[src/hw/rtl/diag_service_access_gate_core_defines.svh]
// Assertion macros for the diagnostic service access gate.
// Used by the top level only; expects clk and arst_n in scope.
`ifndef DIAG_SERVICE_ACCESS_GATE_CORE_DEFINES_SVH
`define DIAG_SERVICE_ACCESS_GATE_CORE_DEFINES_SVH

// Same-cycle implication.
`define DSAG_ASSERT_IMP(name, ante, cons, msg) \
	name: assert property (@(posedge clk) disable iff (!arst_n) (ante) |-> (cons)) \
		else $error(msg);

// Next-cycle implication.
`define DSAG_ASSERT_NEXT(name, ante, cons, msg) \
	name: assert property (@(posedge clk) disable iff (!arst_n) (ante) |=> (cons)) \
		else $error(msg);

`endif

[src/hw/rtl/dsag_pkg.sv]
// Types, codes and the service table of the diagnostic service access gate.
// No dependencies; used by the channel interfaces and the top level.
package dsag_pkg;

	localparam int SVC_COUNT   = 12;
	localparam int SVC_IDX_W   = 4;
	localparam int SID_W       = 8;
	localparam int TICK_W      = 8;
	localparam int TIMER_W     = 16;
	localparam int ATTEMPT_W   = 8;
	localparam int ACC_COLS    = 6;
	localparam logic [TIMER_W-1:0] TIMEOUT_RESET = 16'd5000;

	typedef enum logic [1:0] {
		REQ_SERVICE = 2'd0,
		REQ_TICK    = 2'd1,
		REQ_UPDATE  = 2'd2,
		REQ_INIT    = 2'd3
	} req_kind_t;

	typedef enum logic [1:0] {
		VERDICT_FORWARD = 2'd0,
		VERDICT_NEGATIVE = 2'd1,
		VERDICT_DROP    = 2'd2,
		VERDICT_NONE    = 2'd3
	} verdict_t;

	typedef enum logic [1:0] {
		NEG_NONE        = 2'd0,
		NEG_UNSUPPORTED = 2'd1,
		NEG_SESSION     = 2'd2,
		NEG_SECURITY    = 2'd3
	} neg_t;

	typedef enum logic [1:0] {
		SESS_DEFAULT  = 2'd0,
		SESS_PROGRAM  = 2'd1,
		SESS_EXTENDED = 2'd2
	} session_t;

	typedef enum logic [1:0] {
		ACC_NONE   = 2'd0,
		ACC_NORMAL = 2'd1,
		ACC_SECURE = 2'd2
	} acc_t;

	localparam logic [SID_W-1:0] SVC_SID [SVC_COUNT] = '{
		8'h10, 8'h11, 8'h22, 8'h27, 8'h28, 8'h2E,
		8'h31, 8'h34, 8'h36, 8'h37, 8'h3E, 8'h85
	};

	// Columns: functional default/program/extended, physical default/program/extended.
	localparam acc_t SVC_ACC [SVC_COUNT][ACC_COLS] = '{
		'{ACC_NORMAL, ACC_NORMAL, ACC_NORMAL, ACC_NORMAL, ACC_NORMAL, ACC_NORMAL},
		'{ACC_NORMAL, ACC_NORMAL, ACC_NORMAL, ACC_NORMAL, ACC_NORMAL, ACC_NORMAL},
		'{ACC_NORMAL, ACC_NONE,   ACC_NORMAL, ACC_NORMAL, ACC_NORMAL, ACC_NORMAL},
		'{ACC_NONE,   ACC_NONE,   ACC_NONE,   ACC_NONE,   ACC_NORMAL, ACC_NONE},
		'{ACC_NORMAL, ACC_NONE,   ACC_NORMAL, ACC_NONE,   ACC_NONE,   ACC_NORMAL},
		'{ACC_NONE,   ACC_NONE,   ACC_NONE,   ACC_NONE,   ACC_SECURE, ACC_SECURE},
		'{ACC_NONE,   ACC_NONE,   ACC_NONE,   ACC_NORMAL, ACC_NORMAL, ACC_NORMAL},
		'{ACC_NONE,   ACC_NONE,   ACC_NONE,   ACC_NONE,   ACC_SECURE, ACC_NONE},
		'{ACC_NONE,   ACC_NONE,   ACC_NONE,   ACC_NONE,   ACC_SECURE, ACC_NONE},
		'{ACC_NONE,   ACC_NONE,   ACC_NONE,   ACC_NONE,   ACC_SECURE, ACC_NONE},
		'{ACC_NORMAL, ACC_NORMAL, ACC_NORMAL, ACC_NORMAL, ACC_NORMAL, ACC_NORMAL},
		'{ACC_NORMAL, ACC_NORMAL, ACC_NORMAL, ACC_NONE,   ACC_NONE,   ACC_NORMAL}
	};

	function automatic acc_t svc_access(
		input logic [SVC_IDX_W-1:0] idx,
		input logic                 functional,
		input session_t             sess
	);
		logic [2:0] col;
		col = functional ? {1'b0, sess} : (3'd3 + {1'b0, sess});
		if ((idx >= SVC_IDX_W'(SVC_COUNT)) || (sess == SESS_DEFAULT && 1'b0) ||
		    (sess != SESS_DEFAULT && sess != SESS_PROGRAM && sess != SESS_EXTENDED))
			return ACC_NONE;
		return SVC_ACC[idx][col];
	endfunction

endpackage

[src/hw/rtl/dsag_if.sv]
// Channel interfaces of the diagnostic service access gate: request items,
// result items and the session timeout write port. Depends on dsag_pkg.
interface dsag_req_if;
	import dsag_pkg::*;
	logic                 valid;
	logic                 ready;
	logic [1:0]           req_type;
	logic [SID_W-1:0]     service_id;
	logic                 functional_addr;
	logic [TICK_W-1:0]    time_pass;
	logic [1:0]           new_session;
	logic                 new_security;
	logic [TIMER_W-1:0]   new_attempt_delay;
	logic [ATTEMPT_W-1:0] new_attempts;
	logic                 boot_flag;
	logic                 unlock_flag;

	modport source (
		output valid, req_type, service_id, functional_addr, time_pass, new_session,
		       new_security, new_attempt_delay, new_attempts, boot_flag, unlock_flag,
		input  ready
	);
	modport sink (
		input  valid, req_type, service_id, functional_addr, time_pass, new_session,
		       new_security, new_attempt_delay, new_attempts, boot_flag, unlock_flag,
		output ready
	);
endinterface

interface dsag_rsp_if;
	import dsag_pkg::*;
	logic                 valid;
	logic                 ready;
	logic [1:0]           verdict;
	logic [1:0]           neg_code;
	logic [SVC_IDX_W-1:0] service_index;
	logic [SID_W-1:0]     echo_sid;
	logic                 timeout_event;
	logic                 system_reset;
	logic [1:0]           cur_session;
	logic                 cur_security;
	logic [ATTEMPT_W-1:0] cur_attempts;

	modport source (
		output valid, verdict, neg_code, service_index, echo_sid, timeout_event,
		       system_reset, cur_session, cur_security, cur_attempts,
		input  ready
	);
	modport sink (
		input  valid, verdict, neg_code, service_index, echo_sid, timeout_event,
		       system_reset, cur_session, cur_security, cur_attempts,
		output ready
	);
endinterface

interface dsag_cfg_if;
	import dsag_pkg::*;
	logic               valid;
	logic               ready;
	logic [TIMER_W-1:0] session_timeout;

	modport source (output valid, session_timeout, input ready);
	modport sink (input valid, session_timeout, output ready);
endinterface

[src/hw/rtl/diag_service_access_gate_core.sv]
// Diagnostic service access gate, top level.
// Depends on dsag_pkg, the dsag_*_if interfaces and the assertion macro header.

// Takes one request every clock cycle unless the result side stalls, and
// returns exactly one result for it: the item
// is captured in an input register, then the service table match, the access
// check, the idle timer and the attempt delay countdown all resolve in one
// pass of logic into the result register while the session state updates.
// While a result waits to be taken the input register still takes one request,
// so a stalled sink costs one buffered request before req.ready drops. The user
// must write the session timeout register through cfg only while the block is
// idle; the block does not check this. It resets to 5000 and a value of zero behaves as one tick.
module diag_service_access_gate_core (
	input  logic               clk,
	input  logic               arst_n,
	dsag_cfg_if.sink           cfg,
	dsag_req_if.sink           req,
	dsag_rsp_if.source         rsp
);
	import dsag_pkg::*;

	`include "diag_service_access_gate_core_defines.svh"

	// Input stage.
	logic                 valid_s1;
	logic [1:0]           type_s1;
	logic [SID_W-1:0]     sid_s1;
	logic                 func_s1;
	logic [TICK_W-1:0]    tp_s1;
	logic [1:0]           new_sess_s1;
	logic                 new_sec_s1;
	logic [TIMER_W-1:0]   new_delay_s1;
	logic [ATTEMPT_W-1:0] new_att_s1;
	logic                 boot_s1;
	logic                 unlock_s1;

	// Session state. Routine unlock and last addressing kind never reach a
	// result, so they are not kept.
	logic [TIMER_W-1:0]   timeout_q;
	session_t             session_q, session_d;
	logic                 active_q, active_d;
	logic [TIMER_W-1:0]   idle_q, idle_d;
	logic                 security_q, security_d;
	logic [TIMER_W-1:0]   delay_q, delay_d;
	logic [ATTEMPT_W-1:0] attempts_q, attempts_d;

	// Result register.
	logic                 rsp_valid_q;
	verdict_t             verdict_q, verdict_d;
	neg_t                 neg_q, neg_d;
	logic [SVC_IDX_W-1:0] sidx_q, sidx_d;
	logic [SID_W-1:0]     echo_q, echo_d;
	logic                 tevt_q, tevt_d;
	logic                 sreset_q, sreset_d;

	logic                 advance;
	logic                 load;

	// Combinational helpers.
	logic                 found;
	logic [SVC_IDX_W-1:0] match_idx;
	acc_t                 acc;
	logic [TIMER_W:0]     idle_sum;
	logic [TIMER_W-1:0]   idle_acc;
	logic [TIMER_W-1:0]   limit;
	logic [TIMER_W-1:0]   tp_wide;
	logic [TIMER_W-1:0]   delay_rem;

	assign advance   = valid_s1 && (!rsp_valid_q || rsp.ready);
	assign req.ready = !valid_s1 || advance;
	assign load      = req.valid && req.ready;
	assign cfg.ready = 1'b1;

	always_ff @(posedge clk or negedge arst_n) begin
		if (!arst_n) begin
			timeout_q <= TIMEOUT_RESET;
		end else if (cfg.valid) begin
			timeout_q <= cfg.session_timeout;
		end
	end

	always_ff @(posedge clk or negedge arst_n) begin
		if (!arst_n) begin
			valid_s1 <= 1'b0;
		end else if (load) begin
			valid_s1 <= 1'b1;
		end else if (advance) begin
			valid_s1 <= 1'b0;
		end
	end

	always_ff @(posedge clk) begin
		if (load) begin
			type_s1      <= req.req_type;
			sid_s1       <= req.service_id;
			func_s1      <= req.functional_addr;
			tp_s1        <= req.time_pass;
			new_sess_s1  <= req.new_session;
			new_sec_s1   <= req.new_security;
			new_delay_s1 <= req.new_attempt_delay;
			new_att_s1   <= req.new_attempts;
			boot_s1      <= req.boot_flag;
			unlock_s1    <= req.unlock_flag;
		end
	end

	// Service table match; the identifiers are distinct, lowest index wins.
	always_comb begin
		found     = 1'b0;
		match_idx = '0;
		for (int i = SVC_COUNT - 1; i >= 0; i--) begin
			if (SVC_SID[i] == sid_s1) begin
				found     = 1'b1;
				match_idx = SVC_IDX_W'(i);
			end
		end
	end

	assign acc       = svc_access(match_idx, func_s1, session_q);
	assign tp_wide   = {{(TIMER_W-TICK_W){1'b0}}, tp_s1};
	assign idle_sum  = {1'b0, idle_q} + {1'b0, tp_wide};
	assign limit     = (timeout_q == '0) ? TIMER_W'(1) : timeout_q;
	assign delay_rem = delay_q - tp_wide;

	always_comb begin
		session_d  = session_q;
		active_d   = active_q;
		idle_d     = idle_q;
		security_d = security_q;
		delay_d    = delay_q;
		attempts_d = attempts_q;
		verdict_d  = VERDICT_NONE;
		neg_d      = NEG_NONE;
		sidx_d     = '0;
		echo_d     = '0;
		tevt_d     = 1'b0;
		sreset_d   = 1'b0;
		idle_acc   = idle_q;

		unique case (req_kind_t'(type_s1))
			REQ_SERVICE: begin
				active_d = 1'b1;
				idle_d   = '0;
				if (!found) begin
					if (func_s1) begin
						verdict_d = VERDICT_DROP;
					end else begin
						verdict_d = VERDICT_NEGATIVE;
						neg_d     = NEG_UNSUPPORTED;
						echo_d    = sid_s1;
					end
				end else begin
					echo_d = sid_s1;
					priority if (acc == ACC_NONE) begin
						verdict_d = VERDICT_NEGATIVE;
						neg_d     = NEG_SESSION;
					end else if (acc == ACC_SECURE && !security_q) begin
						verdict_d = VERDICT_NEGATIVE;
						neg_d     = NEG_SECURITY;
					end else begin
						verdict_d = VERDICT_FORWARD;
						sidx_d    = match_idx;
					end
				end
			end
			REQ_TICK: begin
				// Saturate the idle count; it only runs in an active non-default session.
				if (active_q && session_q != SESS_DEFAULT) begin
					idle_acc = idle_sum[TIMER_W] ? '1 : idle_sum[TIMER_W-1:0];
				end
				idle_d = idle_acc;
				if (idle_acc >= limit) begin
					tevt_d     = 1'b1;
					sreset_d   = (session_q == SESS_PROGRAM);
					active_d   = 1'b0;
					idle_d     = '0;
					security_d = 1'b0;
					session_d  = SESS_DEFAULT;
				end
				if (delay_q >= tp_wide) begin
					if (delay_rem < tp_wide) begin
						delay_d = '0;
						if (attempts_q != '0) begin
							attempts_d = attempts_q - ATTEMPT_W'(1);
						end
					end else begin
						delay_d = delay_rem;
					end
				end else begin
					delay_d = '0;
				end
			end
			REQ_UPDATE: begin
				// Session code three leaves the session alone.
				if (new_sess_s1 != 2'd3) begin
					session_d = session_t'(new_sess_s1);
				end
				security_d = new_sec_s1;
				delay_d    = new_delay_s1;
				attempts_d = new_att_s1;
			end
			REQ_INIT: begin
				session_d  = SESS_DEFAULT;
				active_d   = 1'b0;
				idle_d     = '0;
				security_d = 1'b0;
				delay_d    = '0;
				attempts_d = '0;
				if (boot_s1 || unlock_s1) begin
					active_d  = 1'b1;
					session_d = SESS_PROGRAM;
				end
				if (unlock_s1) begin
					security_d = 1'b1;
				end
			end
			default: begin
			end
		endcase
	end

	always_ff @(posedge clk or negedge arst_n) begin
		if (!arst_n) begin
			session_q  <= SESS_DEFAULT;
			active_q   <= 1'b0;
			idle_q     <= '0;
			security_q <= 1'b0;
			delay_q    <= '0;
			attempts_q <= '0;
		end else if (advance) begin
			session_q  <= session_d;
			active_q   <= active_d;
			idle_q     <= idle_d;
			security_q <= security_d;
			delay_q    <= delay_d;
			attempts_q <= attempts_d;
		end
	end

	always_ff @(posedge clk or negedge arst_n) begin
		if (!arst_n) begin
			rsp_valid_q <= 1'b0;
		end else if (advance) begin
			rsp_valid_q <= 1'b1;
		end else if (rsp.ready) begin
			rsp_valid_q <= 1'b0;
		end
	end

	always_ff @(posedge clk) begin
		if (advance) begin
			verdict_q <= verdict_d;
			neg_q     <= neg_d;
			sidx_q    <= sidx_d;
			echo_q    <= echo_d;
			tevt_q    <= tevt_d;
			sreset_q  <= sreset_d;
		end
	end

	assign rsp.valid         = rsp_valid_q;
	assign rsp.verdict       = verdict_q;
	assign rsp.neg_code      = neg_q;
	assign rsp.service_index = sidx_q;
	assign rsp.echo_sid      = echo_q;
	assign rsp.timeout_event = tevt_q;
	assign rsp.system_reset  = sreset_q;
	assign rsp.cur_session   = session_q;
	assign rsp.cur_security  = security_q;
	assign rsp.cur_attempts  = attempts_q;

	`DSAG_ASSERT_IMP(a_reset_needs_timeout, rsp.valid && rsp.system_reset, rsp.timeout_event, "system reset without timeout")
	`DSAG_ASSERT_IMP(a_timeout_default, rsp.valid && rsp.timeout_event, rsp.cur_session == SESS_DEFAULT && !rsp.cur_security, "session not closed on timeout")
	`DSAG_ASSERT_IMP(a_forward_clean, rsp.valid && rsp.verdict == VERDICT_FORWARD, rsp.neg_code == NEG_NONE && rsp.service_index < SVC_IDX_W'(SVC_COUNT), "forwarded request carries a bad code or index")
	`DSAG_ASSERT_NEXT(a_stage_holds, valid_s1 && !advance, valid_s1, "buffered request lost")

endmodule

[src/flat_wrapper.sv]
// flat-port wrapper written by rule: the top's interface ports become plain ports
module diag_service_access_gate_core_flat import dsag_pkg::*;
  (clk, arst_n, cfg_valid, cfg_session_timeout, cfg_ready, req_valid, req_req_type, req_service_id, req_functional_addr, req_time_pass, req_new_session, req_new_security, req_new_attempt_delay, req_new_attempts, req_boot_flag, req_unlock_flag, req_ready, rsp_valid, rsp_verdict, rsp_neg_code, rsp_service_index, rsp_echo_sid, rsp_timeout_event, rsp_system_reset, rsp_cur_session, rsp_cur_security, rsp_cur_attempts, rsp_ready);
  dsag_cfg_if cfg_i ();
  dsag_req_if req_i ();
  dsag_rsp_if rsp_i ();
  input  logic clk;
  input  logic arst_n;
  input wire logic [$bits(cfg_i.valid)-1:0] cfg_valid;
  input wire logic [$bits(cfg_i.session_timeout)-1:0] cfg_session_timeout;
  output wire logic [$bits(cfg_i.ready)-1:0] cfg_ready;
  input wire logic [$bits(req_i.valid)-1:0] req_valid;
  input wire logic [$bits(req_i.req_type)-1:0] req_req_type;
  input wire logic [$bits(req_i.service_id)-1:0] req_service_id;
  input wire logic [$bits(req_i.functional_addr)-1:0] req_functional_addr;
  input wire logic [$bits(req_i.time_pass)-1:0] req_time_pass;
  input wire logic [$bits(req_i.new_session)-1:0] req_new_session;
  input wire logic [$bits(req_i.new_security)-1:0] req_new_security;
  input wire logic [$bits(req_i.new_attempt_delay)-1:0] req_new_attempt_delay;
  input wire logic [$bits(req_i.new_attempts)-1:0] req_new_attempts;
  input wire logic [$bits(req_i.boot_flag)-1:0] req_boot_flag;
  input wire logic [$bits(req_i.unlock_flag)-1:0] req_unlock_flag;
  output wire logic [$bits(req_i.ready)-1:0] req_ready;
  output wire logic [$bits(rsp_i.valid)-1:0] rsp_valid;
  output wire logic [$bits(rsp_i.verdict)-1:0] rsp_verdict;
  output wire logic [$bits(rsp_i.neg_code)-1:0] rsp_neg_code;
  output wire logic [$bits(rsp_i.service_index)-1:0] rsp_service_index;
  output wire logic [$bits(rsp_i.echo_sid)-1:0] rsp_echo_sid;
  output wire logic [$bits(rsp_i.timeout_event)-1:0] rsp_timeout_event;
  output wire logic [$bits(rsp_i.system_reset)-1:0] rsp_system_reset;
  output wire logic [$bits(rsp_i.cur_session)-1:0] rsp_cur_session;
  output wire logic [$bits(rsp_i.cur_security)-1:0] rsp_cur_security;
  output wire logic [$bits(rsp_i.cur_attempts)-1:0] rsp_cur_attempts;
  input wire logic [$bits(rsp_i.ready)-1:0] rsp_ready;
  assign cfg_i.valid = cfg_valid;
  assign cfg_i.session_timeout = cfg_session_timeout;
  assign cfg_ready = cfg_i.ready;
  assign req_i.valid = req_valid;
  assign req_i.req_type = req_req_type;
  assign req_i.service_id = req_service_id;
  assign req_i.functional_addr = req_functional_addr;
  assign req_i.time_pass = req_time_pass;
  assign req_i.new_session = req_new_session;
  assign req_i.new_security = req_new_security;
  assign req_i.new_attempt_delay = req_new_attempt_delay;
  assign req_i.new_attempts = req_new_attempts;
  assign req_i.boot_flag = req_boot_flag;
  assign req_i.unlock_flag = req_unlock_flag;
  assign req_ready = req_i.ready;
  assign rsp_valid = rsp_i.valid;
  assign rsp_verdict = rsp_i.verdict;
  assign rsp_neg_code = rsp_i.neg_code;
  assign rsp_service_index = rsp_i.service_index;
  assign rsp_echo_sid = rsp_i.echo_sid;
  assign rsp_timeout_event = rsp_i.timeout_event;
  assign rsp_system_reset = rsp_i.system_reset;
  assign rsp_cur_session = rsp_i.cur_session;
  assign rsp_cur_security = rsp_i.cur_security;
  assign rsp_cur_attempts = rsp_i.cur_attempts;
  assign rsp_i.ready = rsp_ready;
  diag_service_access_gate_core u_core (.clk(clk), .arst_n(arst_n), .cfg(cfg_i), .req(req_i), .rsp(rsp_i));
endmodule
[config.mk]
export PLATFORM = sky130hd
export DESIGN_NAME = diag_service_access_gate_core_flat
export DESIGN_NICKNAME = d
export VERILOG_FILES = /design/src/hw/rtl/dsag_pkg.sv /design/src/hw/rtl/dsag_if.sv /design/src/hw/rtl/diag_service_access_gate_core.sv /design/src/flat_wrapper.sv
export VERILOG_INCLUDE_DIRS = /design/src /design/src/hw/rtl
export SDC_FILE = /design/constraint.sdc
export NUM_CORES = 1
export LEC_CHECK = 0
export BUFFER_PORTS_ARGS = -buffer_cell sky130_fd_sc_hd__buf_2
export CORE_ASPECT_RATIO = 1.2
export CORE_MARGIN = 2
export CORE_UTILIZATION = 25
export DETAILED_ROUTE_END_ITERATION = 6
export PLACE_DENSITY = 0.47
export SLEW_MARGIN = 20
export SYNTH_ARGS = -nofsm -noshare
export SYNTH_HDL_FRONTEND = slang
export SYNTH_SLANG_ARGS = --single-unit
[constraint.sdc]
create_clock -name clk -period 5.5 [get_ports clk]
set_clock_uncertainty 0.1 [all_clocks]
set_input_delay 0.275 -clock clk [delete_from_list [all_inputs] [get_ports clk]]
set_output_delay 0.275 -clock clk [all_outputs]
set_load 0.05 [all_outputs]
==> flow_metrics.env, run 1 <==
export IMPL_ys_types=76
export IMPL_r2r_end="u_core.rsp.cur_security"
export IMPL_synth_nets=852
export IMPL_grt_pass1_vias=5976
export IMPL_nFillCells=3012
export IMPL_ys_top_cells_by_area="edfxtp_1 27%, dfrtp_1 19%, ha_1 8.5%, nor2_1 3.4%, nand2_1 2.8%"
export IMPL_synthArstFlopShare_pct=48.44
export IMPL_max_cap_viol_count=0
export IMPL_grt_first_pass_wirelength_um=31720
export IMPL_maxUsedRoutingLayer="met4"
export IMPL_setup_worst_path_start="u_core.tp_s1[0]"
export IMPL_leakage_nw=3.952
export IMPL_reg2regPathDepth=17
export IMPL_cp_arrival_ns=5.18
export IMPL_drtIter0Drc=323
export IMPL_syn_avg_cell_area_um2=10.09
export IMPL_rsz0062_at_grt="no"
export IMPL_cts_tree="yes"
export IMPL_wl_met2_um=9924
export IMPL_r2r_setup_slack_ns=0.51
export IMPL_seq_area_frac_synth_pct=47.98
export IMPL_clock_sinks=128
export IMPL_netlist_area_leader_share_pct=26.87
export IMPL_hold_path_class="in2reg"
export IMPL_powerDensity_nw_per_um2=395.3
export IMPL_min_period_ns=4.987
export IMPL_die_area_um2=30900
export IMPL_setup_tns_ns=0
export IMPL_root_buffer="clkbuf_16"
export IMPL_worstSetupPathType="reg2reg"
export IMPL_synth_edf_count=66
export IMPL_cp_max_fo=8
export IMPL_drt_first_pass_iters=4
export IMPL_antenna_found_initial=0
export IMPL_ir_drop_mv=0.2179
export IMPL_worstSkewPairLatency_ns=0.43
export IMPL_power_mw=3.758
export IMPL_dp_hpwl_um=14030
export IMPL_vias_per_cell=4.612
export IMPL_yosys_warnings=0
export IMPL_worst_pin_slew_ns=1.010
export IMPL_setup_ws_ns=0.5132
export IMPL_fin_area_um2=9505
export IMPL_overflow=0
export IMPL_startpoint_type="flip-flop"
export IMPL_gp_congestion=0.7886
export IMPL_met3_length_um=528
export IMPL_place_ws_ns=0.5883
export IMPL_cts_buffers=17
export IMPL_grt_use_total_pct=13.14
export IMPL_crit_end="u_core.rsp.cur_security"
export IMPL_final_common_cell="buf_2"
export IMPL_fmax_mhz=200.5
export IMPL_cts_resized=0
export IMPL_hold_viol_final=0
export IMPL_nNetsFinal=1011
export IMPL_initial_utilization_pct=25.50
export IMPL_wl_per_cell_um=15.38
export IMPL_cp_required_ns=5.70
export IMPL_wl_met1_um=8890
export IMPL_finalMaxSlewViolations=0
export IMPL_synth_area_um2=7377
export IMPL_grt_max_degree=63
export IMPL_dieHeight_um=192.2
export IMPL_end_kind="flip-flop"
export IMPL_syn_to_final_growth_pct=28.85
export IMPL_wirelength_um=19810
export IMPL_diodes=0
export IMPL_placed_cell_area_um2=8272
export IMPL_port_buffers=99
export IMPL_final_cell_mix="99 x buf_2, 66 x nor2_1, 66 x dlygate4sd3_1, 66 x edfxtp_1, 57 x dfrtp_1"
export IMPL_outcome="finished, final reports clean"
export IMPL_synth_largest_area_cell="edfxtp_1"
export IMPL_pin_count=101
export IMPL_drc=0
export IMPL_setup_viol=0
export IMPL_row_count=68
export IMPL_synth_flop_cell="edfxtp_1"
export IMPL_clk_pin_slew_ns=0.06
export IMPL_ant_nets=0
export IMPL_die_w_um=160.8
export IMPL_period_share_pct=90.67
export IMPL_cts_buffer_depth=2
export IMPL_relSlewSlack_pct=32.39
export IMPL_syn_inst=731
export IMPL_drive_above_1_share_pct=18.27
export IMPL_core_area_um2=28930
export IMPL_vias=5940
export IMPL_synth_seq_cells=128
export IMPL_timing_hold_ws_ns=0.04321
export IMPL_worstReg2RegStart="u_core.tp_s1[0]"
export IMPL_htreeDepth=4
where the power goes:
| part | switching [mW] | total, mW | leakage, nW | internal (mW) |
|---|---|---|---|---|
| Sequential | 0.153 | 1.32 | 1.40 | 1.16 |
| Clock | 0.449 | 1.12 | 0.271 | 0.667 |
| Combinational | 0.791 | 1.32 | 2.28 | 0.533 |
per-stage QoR:
stage | util (%) | instances
after global routing | 32.86 | 1288
after global placement | 28.59 | 1190
after floorplan | - | 731
after detailed placement | 28.59 | 1190
final | 32.86 | 1288
after CTS | 32.86 | 1288
cell usage after synthesis, drive strengths merged, types with 6 or more instances:
cell and instances:
nand2 56, nand2b 13, or3 8, o21a 9, nor4 12, or2 8, a22o 9, edfxtp 66
nor2 69, xnor2 8, inv 47, a21oi 37, nand3 13, nor2b 9, nor3 22, a21o 10
and3 15, clkbuf 27, a211oi 11, o21ai 57, ha 50, a221oi 9, dfrtp 57, xor2 6
registers in the layout (all words and copies together), names as in the netlist, 4 cells and up:
name	cells
u_core.new_att_s1	8
u_core.rsp.service_index	4
u_core.rsp.echo_sid	8
u_core.rsp.cur_attempts	8
u_core.timeout_q	16
u_core.idle_q	16
u_core.tp_s1	8
u_core.sid_s1	8
u_core.delay_q	16
u_core.new_delay_s1	16
layout make-up:
class                           count  area (um2)  share of cell area (%)
Multi-Input combinational cell    526        3541                   37.25
Sequential cell                   128        3540                   37.24
Tap cell                          385       481.7                   5.068
Inverter                           47       176.4                   1.856
Clock inverter                     13       140.1                   1.474
Timing Repair Buffer              170        1194                   12.56
Clock buffer                       19       432.9                   4.554
worst max-delay path, stage by stage, from the launching register on:
cell	delay, ns
edfxtp_1	0.43
ha_1	0.25
fa_1	0.42
a21oi_1	0.21
o22ai_1	0.12
o21bai_1	0.22
o21ai_1	0.25
a21oi_1	0.20
nor2_1	0.08
ha_1	0.19
or3_1	0.38
a211oi_1	0.24
o21ai_1	0.14
a31o_2	0.23
a2111oi_2	0.49
or2_1	0.39
a21oi_1	0.19
mux2_1	0.34
routing by layer:
metal	up-vias	track usage (%)
met2	118	23.14
met4	0	5.598
met5	-	0
li1	3009	-
met1	2791	16.08
met3	22	1.900
logic make-up (layout without fill, tap and decap cells):
group	Yosys count	after routing	synth area share (%)
and+or+nand+nor	249	249	17.35
AOI/OAI and AO/OA	203	203	18.86
DFF	128	128	47.98
buffers and inverters	77	249	4.037
adders and majority gates	53	53	9.176
xor gates and xnor gates	14	14	1.662
muxes	6	6	0.8819
other	1	1	0.05083
timing repair:
item,CTS,global route
hold endpoints to repair,80,0
hold buffers,66,0
setup buffers,0,0
worst min-delay path by stage:
| stage | from | end | cells past startpoint |
|---|---|---|---|
| floorplan | arst_n | u_core.active_q | 0 |
| global placement | req_unlock_flag | u_core.unlock_s1 | 1 |
| detailed placement | req_unlock_flag | u_core.unlock_s1 | 1 |
| CTS | rsp_ready | u_core.rsp.valid | 3 |
| global route | rsp_ready | u_core.rsp.valid | 3 |
| finish | rsp_ready | u_core.rsp.valid | 3 |
(Power assumes the default switching activity.)
==> run 2: changes to the inputs <==
--- a/config.mk
+++ b/config.mk
@@ -12,6 +12,7 @@
 export CORE_UTILIZATION = 25
 export DETAILED_ROUTE_END_ITERATION = 6
 export PLACE_DENSITY = 0.47
+export REMOVE_ABC_BUFFERS = 1
 export SLEW_MARGIN = 20
 export SYNTH_ARGS = -nofsm -noshare
 export SYNTH_HDL_FRONTEND = slang
==> run 2 against run 1 <==
  * The run now ends with negative hold slack left
  * Die area is the same
  * Register-to-register slack better by 0.08 ns
  * First-iteration DRC count down 1.9%
  * Sequential cell count unchanged
  * Wire length grew 0.32%
  * Clock power grew 8%
  * Global-route usage grew 0.23 points
  * Sequential share of layout area down 0.14 points
  * Non-clock buffer count shrank 1
  * Count of clock-buffer cells in the layout shrank 1
  * Cell count hardly changed
  * Critical path depth is 1 lower
==> flow_metrics.env, run 2 (synthesis gave the netlist of run 1 again) <==
export IMPL_finalMaxSlewViolations=0
export IMPL_clock_sinks=128
export IMPL_cts_buffer_depth=2
export IMPL_grt_max_degree=63
export IMPL_dp_cells=1190
export IMPL_fmax_mhz=204.0
export IMPL_ant_nets=0
export IMPL_failed_checks="negative hold slack"
export IMPL_ir_drop_mv=0.2103
export IMPL_worstSetupPathType="reg2reg"
export IMPL_port_buffers=99
export IMPL_cp_arrival_ns=5.10
export IMPL_cp_max_fo=8
export IMPL_drive_above_1_share_pct=18.18
export IMPL_postCtsSetupRepairBufs=0
export IMPL_antenna_found_initial=0
export IMPL_final_cell_mix="99 x buf_2, 66 x nor2_1, 66 x edfxtp_1"
export IMPL_rsz0062_at_grt="no"
export IMPL_leakage_nw=3.966
export IMPL_pin_count=101
export IMPL_grt_use_total_pct=13.37
export IMPL_die_area_um2=30900
export IMPL_dieHeight_um=192.2
export IMPL_worst_pin_slew_ns=0.9664
export IMPL_grt_pass1_vias=6065
export IMPL_initial_utilization_pct=25.50
export IMPL_vias_per_cell=4.692
export IMPL_overflow=0
export IMPL_setup_ws_ns=0.5975
export IMPL_clk_pin_slew_ns=0.06
export IMPL_cts_resized=0
export IMPL_hold_viol_final=57
export IMPL_placed_cell_area_um2=8272
export IMPL_drtIter0Drc=317
export IMPL_postCtsHoldBufs=65
export IMPL_cts_buffers=17
export IMPL_syn_to_final_growth_pct=29.32
export IMPL_setup_viol=0
export IMPL_min_period_ns=4.903
export IMPL_period_share_pct=89.14
export IMPL_relSlewSlack_pct=35.33
export IMPL_fin_area_um2=9540
export IMPL_drc=0
export IMPL_htreeDepth=4
export IMPL_outcome="complete, but fails checks"
export IMPL_root_buffer="clkbuf_16"
export IMPL_startpoint_type="flip-flop"
export IMPL_setup_tns_ns=0
export IMPL_powerDensity_nw_per_um2=404.2
export IMPL_power_mw=3.857
export IMPL_gp_congestion=0.7917
export IMPL_grt_first_pass_wirelength_um=32100
export IMPL_max_cap_viol_count=0
export IMPL_reg2regPathDepth=16
export IMPL_nNetsFinal=1010
export IMPL_fin_cells=1287
export IMPL_final_common_cell="buf_2"
export IMPL_hold_path_class="in2async"
export IMPL_diodes=0
export IMPL_timing_hold_ws_ns=-0.03591
export IMPL_worstSkewPairLatency_ns=0.42
export IMPL_dp_hpwl_um=14290
export IMPL_cts_tree="yes"
export IMPL_vias=6038
export IMPL_wl_per_cell_um=15.44
export IMPL_drt_first_pass_iters=5
export IMPL_wirelength_um=19870
export IMPL_cp_required_ns=5.70
export IMPL_die_w_um=160.8
export IMPL_core_area_um2=28930
export IMPL_place_ws_ns=0.6352
export IMPL_row_count=68
export IMPL_end_kind="flip-flop"
==> run 2: changes by cell type in the layout (fill, tap and decap cells not counted), sizes merged <==
| cell | before | now |
|---|---|---|
| bufinv | 2 | 4 |
| dlygate4sd3 | 66 | 65 |
| clkinv | 7 | 5 |
| clkbuf | 19 | 18 |
| inv | 48 | 49 |
==> run 2: path summary, 6_finish.rpt <==
kind | startpoint | to | slack (ns)
max | u_core.tp_s1[0] | u_core.rsp.cur_security | 0.60
min | arst_n | u_core.valid_s1 | -0.04
max reg2reg | u_core.tp_s1[0] | u_core.rsp.cur_security | 0.60
min reg2reg | u_core.valid_s1 | u_core.rsp.valid | 0.39
max in group asynchronous | arst_n | u_core.rsp.cur_session[1] | 4.78
min in group clk | rsp_ready | u_core.rsp.valid | 0.04
==> run 2: cell type report <==
type | count | area, um2
Inverter | 47 | 176.4
Fill cell | 3011 | 19390
Tap cell | 385 | 481.7
Sequential cell | 128 | 3540
Clock inverter | 14 | 188.9
Timing Repair Buffer | 169 | 1184
Multi-Input combinational cell | 526 | 3541
Clock buffer | 18 | 429.2
==> run 2: per-stage QoR <==
step                      utilization [%]  hold WS [ns]
final                               32.98      -0.03591
after global routing                32.98       0.03921
after CTS                           32.98     0.0005498
after detailed placement            28.59        0.3531
after global placement              28.59        0.3514
after floorplan                         -       -0.1206
==> run 2: worst max-delay path, stage by stage, from the launching register on <==
cell	delay (ns)
edfxtp_1	0.43
ha_1	0.25
fa_1	0.42
a21oi_1	0.22
o22ai_1	0.13
o21bai_1	0.22
o21ai_1	0.25
o22a_1	0.28
ha_1	0.22
or3_1	0.37
a211oi_1	0.22
o21ai_1	0.10
a31o_2	0.21
a2111oi_2	0.52
or2_1	0.34
a21oi_1	0.17
mux2_1	0.34
==> run 2: power breakdown <==
part	leakage, nW	internal [mW]	total, mW	switching (mW)
sequential	1.40	1.16	1.32	0.151
clock	0.290	0.757	1.21	0.449
combinational	2.28	0.533	1.33	0.801
total	3.97	2.46	3.86	1.40
==> run 2: routing by layer <==
layer	global-route usage, %	part of all wire (%)	vias to the layer above
met2	22.25	48	157
met3	2.397	3.7	26
met4	5.872	2.7	0
li1	-	-	3011
met5	0	0	-
met1	17.07	46	2844
==> run 3: changes to the inputs <==
==> constraint.sdc (replaced) <==
create_clock -name clk -period 5 [get_ports clk]
set_clock_uncertainty 0.1 [all_clocks]
set_input_delay 0.25 -clock clk [delete_from_list [all_inputs] [get_ports clk]]
set_output_delay 0.25 -clock clk [all_outputs]
set_load 0.05 [all_outputs]
==> run 3 against run 2 <==
  * The run now ends clean
  * Sequential share of layout area is the same
  * Critical path depth grew 2
  * Non-clock buffer count grew 4
  * Register-to-register slack lost 0.24 ns
  * Critical endpoint is now u_core.idle_q[1]
==> flow_metrics.env, run 3 (synthesis gave the netlist of run 1 again) <==
export IMPL_drc=0
export IMPL_cp_required_ns=5.26
export IMPL_rsz0062_at_grt="no"
export IMPL_wirelength_um=19990
export IMPL_finalMaxSlewViolations=0
export IMPL_final_common_cell="buf_2"
export IMPL_switching_share_pct=37.91
export IMPL_p_comb_share_pct=35.7
export IMPL_ant_nets=0
export IMPL_cts_buffers=17
export IMPL_vias=5947
export IMPL_root_buffer="clkbuf_16"
export IMPL_cts_tree="yes"
export IMPL_final_cell_mix="99 x buf_2, 67 x dlygate4sd3_1, 66 x nor2_1, 66 x edfxtp_1, 57 x dfrtp_1"
export IMPL_placed_cell_area_um2=8287
export IMPL_setup_viol=0
export IMPL_powerDensity_nw_per_um2=432.3
export IMPL_clk_pin_slew_ns=0.06
export IMPL_r2r_end="u_core.idle_q[1]"
export IMPL_grt_pass1_vias=6053
export IMPL_cp_max_fo=6
export IMPL_port_buffers=99
export IMPL_outcome="finished, final reports clean"
export IMPL_min_from="cfg_valid"
export IMPL_ir_drop_mv=0.2295
export IMPL_hold_viol_final=0
export IMPL_drt_first_pass_iters=4
export IMPL_nNetsFinal=1014
export IMPL_cp_arrival_ns=4.91
export IMPL_htreeDepth=4
export IMPL_worstHoldEndpoint="u_core.timeout_q[9]"
export IMPL_clkPwrFrac_pct=29.2
export IMPL_die_w_um=160.8
export IMPL_seq_power_share_pct=35.1
export IMPL_vias_per_cell=4.607
export IMPL_cts_buffer_depth=2
export IMPL_setup_tns_ns=0
export IMPL_timing_hold_ws_ns=0.1828
export IMPL_min_period_ns=4.647
export IMPL_die_area_um2=30900
export IMPL_grt_first_pass_wirelength_um=32440
export IMPL_relSlewSlack_pct=33.20
export IMPL_worstSetupPathType="reg2reg"
export IMPL_leakage_nw=3.974
export IMPL_max_cap_viol_count=0
export IMPL_hold_depth=3
export IMPL_core_area_um2=28930
export IMPL_p_switching_mw=1.564
export IMPL_initial_utilization_pct=25.50
export IMPL_end_kind="flip-flop"
export IMPL_hold_path_class="in2reg"
export IMPL_grt_use_total_pct=13.53
export IMPL_drtIter0Drc=394
export IMPL_worstReg2RegStart="u_core.tp_s1[0]"
export IMPL_fin_area_um2=9540
export IMPL_syn_to_final_growth_pct=29.32
export IMPL_diodes=0
export IMPL_worst_pin_slew_ns=0.9982
export IMPL_row_count=68
export IMPL_grt_max_degree=63
export IMPL_r2r_setup_slack_ns=0.35
export IMPL_dieHeight_um=192.2
export IMPL_clock_sinks=128
export IMPL_period_share_pct=92.95
export IMPL_wl_per_cell_um=15.49
export IMPL_drive_above_1_share_pct=18.98
export IMPL_overflow=0
export IMPL_worstSkewPairLatency_ns=0.42
export IMPL_dp_hpwl_um=14460
export IMPL_pin_count=101
export IMPL_fmax_mhz=215.2
export IMPL_startpoint_type="flip-flop"
export IMPL_antenna_found_initial=0
export IMPL_reg2regPathDepth=18
export IMPL_gp_congestion=0.7977
export IMPL_p_int_mw=2.561
export IMPL_nFillCells=3028
==> run 3: per-stage QoR <==
| stage | util [%] | std cells | total power, mW | setup WS [ns] |
|---|---|---|---|---|
| floorplan | - | 701 | 2.496 | 0.7287 |
| global placement | 28.65 | 1192 | 2.903 | 0.3262 |
| detailed placement | 28.65 | 1192 | 2.905 | 0.2452 |
| CTS | 32.92 | 1291 | 4.183 | 0.2253 |
| global route | 32.98 | 1291 | 4.442 | 0.01181 |
| finish | 32.98 | 1291 | 4.124 | 0.3526 |
==> run 3: power by group through the flow <==
stage	clock, mW	sequential, mW	combinational [mW]
floorplan	0	1.55	0.946
global placement	0	1.47	1.43
detailed placement	0	1.47	1.44
CTS	1.25	1.45	1.48
global route	1.29	1.48	1.67
finish	1.20	1.45	1.47
==> run 3: cell type report <==
| type | count | area (um2) | area share, % |
|---|---|---|---|
| Clock buffer | 17 | 425.4 | 4.459 |
| Clock inverter | 15 | 138.9 | 1.456 |
| Inverter | 47 | 176.4 | 1.849 |
| Multi-Input combinational cell | 526 | 3560 | 37.31 |
| Sequential cell | 128 | 3540 | 37.10 |
| Tap cell | 385 | 481.7 | 5.049 |
| Timing Repair Buffer | 173 | 1219 | 12.77 |
==> run 3: what timing repair did <==
action | in CTS | in global routing
buffers inserted | 0 | 0
hold buffers | 67 | 0
gates resized for setup | 0 | 3
hold endpoints to repair | 123 | 0
setup endpoints to repair | 0 | 14
==> run 3: per-layer routing <==
layer,vias to the layer above,global-route usage [%],share of wire [%]
met5,-,0,0
met4,0,3.640,0.83
met3,10,2.721,3.3
met2,97,23.72,50
met1,2813,16.99,45
li1,3027,-,-
==> run 3: worst max path at each step <==
stage | to | cells after the start | startpoint | slack, ns
floorplan | u_core.rsp.cur_security | 15 | u_core.rsp.cur_session[0] | 0.73
global placement | u_core.rsp.cur_security | 16 | u_core.tp_s1[0] | 0.33
detailed placement | u_core.rsp.cur_security | 17 | u_core.tp_s1[0] | 0.25
CTS | u_core.rsp.cur_security | 17 | u_core.tp_s1[0] | 0.23
global route | u_core.idle_q[1] | 18 | u_core.tp_s1[0] | 0.01
finish | u_core.idle_q[1] | 18 | u_core.tp_s1[0] | 0.35
==> run 3: worst max-delay path, cell delays in order (launching register included) <==
cell	delay (ns)
edfxtp_1	0.44
ha_1	0.25
fa_1	0.41
a21oi_1	0.20
o22ai_1	0.12
o21bai_1	0.24
nor2_1	0.14
nand2_1	0.18
nand2_1	0.07
mux2_2	0.28
ha_1	0.31
a21o_1	0.18
a21oi_1	0.12
o21ai_0	0.11
a31o_2	0.24
a2111oi_4	0.42
o21ai_1	0.23
nor2_2	0.33
a22o_1	0.19
